<file path="src/rtl/core/kdq_pkg.sv">
// Shared constants, codes and types of the keyed deque engine.
// Used by kdq_ctrl, kdq_datapath and keyed_deque_engine; depends on nothing.
package kdq_pkg;

   localparam int CAPACITY = 64;
   localparam int SLOT_W   = $clog2(CAPACITY);
   localparam int LINK_W   = $clog2(CAPACITY + 1);

   localparam int OP_W     = 3;
   localparam int ID_W     = 32;
   localparam int REF_W    = 32;
   localparam int STATUS_W = 2;
   localparam int COUNT_W  = 7;

   // Link value that points nowhere.
   localparam logic [LINK_W-1:0] NIL = LINK_W'(CAPACITY);

   localparam logic [OP_W-1:0] OP_PUSH_FRONT = 3'd0;
   localparam logic [OP_W-1:0] OP_PUSH_BACK  = 3'd1;
   localparam logic [OP_W-1:0] OP_POP_FRONT  = 3'd2;
   localparam logic [OP_W-1:0] OP_POP_BACK   = 3'd3;
   localparam logic [OP_W-1:0] OP_REMOVE_ID  = 3'd4;

   localparam logic [STATUS_W-1:0] ST_OK       = 2'd0;
   localparam logic [STATUS_W-1:0] ST_EMPTY    = 2'd1;
   localparam logic [STATUS_W-1:0] ST_NOTFOUND = 2'd2;
   localparam logic [STATUS_W-1:0] ST_FULL     = 2'd3;

   typedef struct packed {
      logic                latch_in;
      logic                take_stack;
      logic                take_fresh;
      logic                load_slot;
      logic                write_entry;
      logic                fix_links;
      logic                read_end;
      logic                end_tail;
      logic                scan_step;
      logic                unlink;
      logic                set_status;
      logic [STATUS_W-1:0] status;
      logic                load_rsp;
   } kdq_cmd_type;

   typedef struct packed {
      logic [OP_W-1:0] opcode;
      logic            full;
      logic            empty;
      logic            stack_nonempty;
      logic            id_match;
      logic            next_valid;
      logic            rsp_busy;
   } kdq_stat_type;

endpackage

</file>
<file path="src/rtl/core/kdq_ctrl.sv">
// Controller state machine of the keyed deque engine.
// Depends on kdq_pkg; drives kdq_datapath through command and status structs.
module kdq_ctrl
   import kdq_pkg::*;
(
   input  logic         clock,
   input  logic         reset,
   input  logic         req_tvalid,
   output logic         req_tready,
   input  kdq_stat_type stat,
   output kdq_cmd_type  cmd
);

   localparam logic [2:0] S_IDLE   = 3'd0;
   localparam logic [2:0] S_START  = 3'd1;
   localparam logic [2:0] S_TAKE   = 3'd2;
   localparam logic [2:0] S_LINK   = 3'd3;
   localparam logic [2:0] S_FIX    = 3'd4;
   localparam logic [2:0] S_SCAN   = 3'd5;
   localparam logic [2:0] S_UNLINK = 3'd6;
   localparam logic [2:0] S_DONE   = 3'd7;

   logic [2:0] state_ff;
   logic [2:0] state_in;

   assign req_tready = (state_ff == S_IDLE);

   always_comb begin
      cmd      = '0;
      state_in = state_ff;
      case (state_ff)
         S_IDLE: begin
            if (req_tvalid) begin
               cmd.latch_in = 1'b1;
               state_in     = S_START;
            end
         end
         S_START: begin
            case (stat.opcode)
               OP_PUSH_FRONT, OP_PUSH_BACK: begin
                  if (stat.full) begin
                     cmd.set_status = 1'b1;
                     cmd.status     = ST_FULL;
                     state_in       = S_DONE;
                  end else if (stat.stack_nonempty) begin
                     cmd.take_stack = 1'b1;
                     state_in       = S_TAKE;
                  end else begin
                     cmd.take_fresh = 1'b1;
                     state_in       = S_LINK;
                  end
               end
               OP_POP_FRONT, OP_POP_BACK, OP_REMOVE_ID: begin
                  if (stat.empty) begin
                     cmd.set_status = 1'b1;
                     cmd.status     = ST_EMPTY;
                     state_in       = S_DONE;
                  end else begin
                     cmd.read_end = 1'b1;
                     cmd.end_tail = (stat.opcode == OP_POP_BACK);
                     state_in     = (stat.opcode == OP_REMOVE_ID) ? S_SCAN : S_UNLINK;
                  end
               end
               default: begin
                  state_in = S_DONE;
               end
            endcase
         end
         S_TAKE: begin
            cmd.load_slot = 1'b1;
            state_in      = S_LINK;
         end
         S_LINK: begin
            cmd.write_entry = 1'b1;
            state_in        = S_FIX;
         end
         S_FIX: begin
            cmd.fix_links = 1'b1;
            state_in      = S_DONE;
         end
         S_SCAN: begin
            // walk one entry per cycle from the head
            if (stat.id_match) begin
               state_in = S_UNLINK;
            end else if (stat.next_valid) begin
               cmd.scan_step = 1'b1;
            end else begin
               cmd.set_status = 1'b1;
               cmd.status     = ST_NOTFOUND;
               state_in       = S_DONE;
            end
         end
         S_UNLINK: begin
            cmd.unlink = 1'b1;
            state_in   = S_DONE;
         end
         S_DONE: begin
            if (!stat.rsp_busy) begin
               cmd.load_rsp = 1'b1;
               state_in     = S_IDLE;
            end
         end
         default: begin
            state_in = S_IDLE;
         end
      endcase
   end

   always_ff @(posedge clock) begin
      if (reset) begin
         state_ff <= S_IDLE;
      end else begin
         state_ff <= state_in;
      end
   end

`ifndef ASSERT_OFF
   a_scan_only_remove: assert property (@(posedge clock) disable iff (reset)
      (state_ff == S_SCAN) |-> (stat.opcode == OP_REMOVE_ID))
      else $error("scan running for an operation other than remove by id");
   a_push_not_full: assert property (@(posedge clock) disable iff (reset)
      (state_ff == S_LINK) |-> !stat.full)
      else $error("entry written into a full table");
   a_unlink_not_empty: assert property (@(posedge clock) disable iff (reset)
      cmd.unlink |-> !stat.empty)
      else $error("unlink issued on an empty list");
`endif

endmodule

</file>
<file path="config.mk">
export PLATFORM = sky130hd
export DESIGN_NAME = kdq_ctrl
export DESIGN_NICKNAME = d
export VERILOG_FILES = /design/src/rtl/core/kdq_pkg.sv /design/src/rtl/core/kdq_ctrl.sv
export SDC_FILE = /design/constraint.sdc
export NUM_CORES = 1
export LEC_CHECK = 0
export ABC_AREA = 1
export BUFFER_PORTS_ARGS = -buffer_cell sky130_fd_sc_hd__buf_4
export CAP_MARGIN = 20
export CORE_AREA = 2 2 39 41
export DETAILED_ROUTE_END_ITERATION = 10
export DIE_AREA = 0 0 41 43
export HOLD_SLACK_MARGIN = 0.1
export PLACE_DENSITY = 0.68
export SYNTH_ARGS = -nofsm -noshare
export SYNTH_HDL_FRONTEND = slang
export SYNTH_SLANG_ARGS = --single-unit
</file>
<file path="constraint.sdc">
create_clock -name clock -period 1.2 [get_ports clock]
set_input_delay 0.06 -clock clock [delete_from_list [all_inputs] [get_ports clock]]
set_output_delay 0.06 -clock clock [all_outputs]
set_load 0.02 [all_outputs]
</file>
# == Word level (Yosys, flattened, before mapping) ==
# Index checks and enable logic that the tools add are counted.
# word_totals
ff_bits,3
inputBits,12
output_inout_bits,15
wordCells,56
# op_classes
eq_ne,14
mux,35
reduce_logical,6
# op_table
op,count
$mux W3,9
$pmux W3 S7,1
$pmux W3 S2,3
$mux W2,8
$eq A3 B3 Y1 const B,5
$mux W1,14
$eq A3 B2 Y1 const B,4
$eq A3 B1 Y1 const B,2
$logic_not A3 Y1,2
$ne A2 B2 Y1 const B,2
$reduce_or A2 Y1,2
$ne A3 B3 Y1 const B,1
$reduce_and A3 Y1,1
$reduce_or A3 Y1,1

# == Longest topological paths before layout ==
# logic_depth
depth_word,5
ltp_mapped,8

# == Worst setup path before layout ==
# OpenSTA, ideal clock, no wires.
# synth_timing
path_type,register to output
start,register state_ff[1]
end,output cmd[6] (netlist bit)
t_arrival_ns,1.220
t_required_ns,1.140
setup_slack_ns,-0.080
path_stages_with_launch,4
n_path_buf,0
cell_sequence,dfxtp_1 inv_2 nand2_2 nor4_1
# synth_lines
element,line,rtl
from (decl),kdq_ctrl.sv:23,logic [2:0] state_ff;
from (signal assigned),kdq_ctrl.sv:113,state_ff <= state_in;
to (decl),kdq_ctrl.sv:11,output kdq_cmd_type cmd

==> results.cfg <==
[floorplan]
io_pins = 27
dieWidth_um = 41
rows = 14
die_h_um = 43
initial_utilization_pct = 29.4
core_um2 = 1380
die_area_um2 = 1760

[outcome]
outcome = complete, but fails checks
failed_checks = setup timing

[power]
ir_drop_mv = 0.805
pwr-share-comb_pct = 72.3
p_leak_nw = 0.442
seqPwrFrac_pct = 14.4
power_density_nw_per_um2 = 1710
p_clk_share_pct = 13.3
power.switching_mw = 0.701
cell_internal_pwr_mw = 0.761
swShare_pct = 48.0

[critical_path]
r2r-start = state_ff[1]
reg2reg_slack_ns = 0.01
path_buf_inv = 2
timing.critical_path.slowest_stage_cell = or3_4
r2r-end = state_ff[0]
critPathLaunchType = flip-flop
worstRegToRegCells = 10
critPathRequiredTime_ns = 1.14
cp_data_arrival_time_ns = 1.28
end_kind = primary output
cpLargestDelayFamily = simple AND/OR/NAND/NOR gates
slowest_delay_ns = 0.34
worst-path-max-fanout = 3
critPathKind = reg -> out
cp_cell_sequence = inv_4 > nand3_2 > or3_4 > o21ai_2 > buf_6

[logic_synthesis]
synthCells = 77
yosys.area.top_type = nand2_1
synth_seq_area_share_pct = 14.8
syn-mean-instance-area_um2 = 5.28
postSynth.asyncResetShare_pct = 0
ys_ff_latch = 3
synth_edf_count = 0
synthTopCellsByArea = nand2_1, dfxtp_1, nor2_1
synth_nets = 89
yosys_most_used_dff = dfxtp_1
synth_cell_type_count = 20
syn_area_um2 = 407
yosysWarnings = 0
synth_top_cell_area_share_pct = 16.6

[timing]
fmax_mhz = 749
final.min_clock_period_ns = 1.34
relSlewSlack_pct = 71.4
slew_viol_final = 0
period_share_pct = 111
clock_skew_ns = 0.0102
final_hold_viol_count = 0
setup_slack_ns = -0.135
fin_setup_tns_ns = -0.695
finalSetupViolCount = 10
grt_setup_unrepaired = true
worstMarginPinSlew_ns = 0.424

[clock_network]
numCtsBuffers = 3
cts_tree = built
clk_pin_slew_ns = 0.04
numClockSinks = 3
insertion_delay_ns = 0.25
cts_max_path_buffers = 2
htree_num_levels = 1
cts_root_buf = clkbuf_4

[detailed_routing]
drtIter0Drc = 18
wl_per_cell_um = 11.2
drtAntennaViolNets = 0
drc = 0
drtPass1Iterations = 4
route.vias.total = 652
routed_wl_um = 1530
viasPerCell = 4.79

[cells_and_area]
final_layout_size_suffix_gt1_share_pct = 55.0
final_common_cell = buf_4
largest_reg_flops = 3
most-common-layout-cells = buf_4, nand2_1, nor2_1
antenna_cells = 0
final_area_um2 = 855
syn_to_final_growth_pct = 110
biggestRegsByFlops = state_ff: 3 flops
largest-register = state_ff
nNetsFinal = 133

[min_path]
hp-start = stat[0]
min_path_type = in -> reg
holdPathStages = 3
whs_endpoint = state_ff[2]

[global_route]
grtUsageMet1_pct = 22.0
overflow = 0
antenna_found_initial = 0
met2_usage_pct = 26.9
grt_max_degree = 7
track_usage_pct = 17.9
grt_pass1_wl_um = 2150
grtUsageMet3_pct = 4.71
grt_pass1_vias = 554
top_usage_layer = met2

[place]
dpl.hpwl_um = 1010
port-buffer-count = 26
gp_congestion = 0.848
place_area_um2 = 671

[job]
maxCapViolCount = 0
## timing repair
item / 4_1_cts / 5_1_grt
setup buffers: 4 / 4
hold buffers: 1 / 0
hold endpoints to repair: 3 / 0
resized for setup: 15 / 14
endpoints found under the setup margin: 12 / 13
pin swaps: 6 / 5
## Yosys cell counts (2+ instances only)
| master | number |
|---|---|
| nand2_1 | 18 |
| nor2_1 | 14 |
| inv_1 | 11 |
| nand3_1 | 5 |
| o21ai_0 | 5 |
| a21oi_1 | 3 |
| dfxtp_1 | 3 |
| inv_2 | 2 |
| nand3_2 | 2 |
| nand4_1 | 2 |
| nor2_2 | 2 |
| nor3_1 | 2 |
## stage by stage
step / setup WS (ns) / cells / total power, mW / hold WS, ns / utilization, %
4_1_cts: -0.126 / 132 / 1.28 / 0.142 / 56.1
3_3_place_gp: 0.0454 / 124 / 0.974 / 0.236 / 48.5
2_1_floorplan: 0.0268 / 77 / 0.671 / 0.122 / -
3_5_place_dp: 0.0454 / 124 / 0.973 / 0.236 / 48.5
5_1_grt: -0.168 / 136 / 1.55 / 0.154 / 61.8
6_report: -0.135 / 136 / 1.46 / 0.132 / 61.8
## power by group through the flow
stage | sequential (mW) | combinational [mW] | clock, mW
2_1_floorplan | 0.174 | 0.497 | 0
5_1_grt | 0.214 | 1.13 | 0.199
3_5_place_dp | 0.182 | 0.790 | 0
4_1_cts | 0.202 | 0.887 | 0.195
6_report | 0.211 | 1.06 | 0.194
3_3_place_gp | 0.183 | 0.790 | 0
## tightest hold or removal path: stages
cell and delay (ns):
buf_4 0.09, o21ai_1 0.06, a21oi_1 0.12
## how the worst max path moves through the flow
| stage | start | endpoint | cells after the start |
|---|---|---|---|
| after floorplan | state_ff[1] | cmd[3] | 5 |
| after global placement | state_ff[2] | cmd[3] | 5 |
| after detailed placement | state_ff[0] | cmd[3] | 5 |
| after CTS | state_ff[1] | cmd[3] | 5 |
| after global routing | state_ff[2] | cmd[7] | 5 |
| final | state_ff[1] | cmd[3] | 5 |
## cell families (layout without fill, tap and decap cells)
kind of cell           after synthesis  after routing  synth area share, %
buffers and inverters               14             57                 13.8
and+or+nand+nor                     50             50                 58.2
AOI/OAI and AO/OA                   10             10                 13.2
DFF                                  3              3                 14.8
## final cells by class
class | instances | area [um^2]
clock buffers | 4 | 26.3
flip-flops and latches | 3 | 68.8
multi-input cells | 60 | 358
fillers | 112 | 529
inverters | 13 | 56.3
repair buffers | 40 | 325
well taps | 16 | 20.0
## per-layer routing
layer | up-vias | part of all wire (%)
li1 | 328 | -
met1 | 303 | 41
met2 | 19 | 54
met3 | 2 | 3.9
met4 | 0 | 1.2
met5 | - | 0
(Power assumes the default switching activity.)
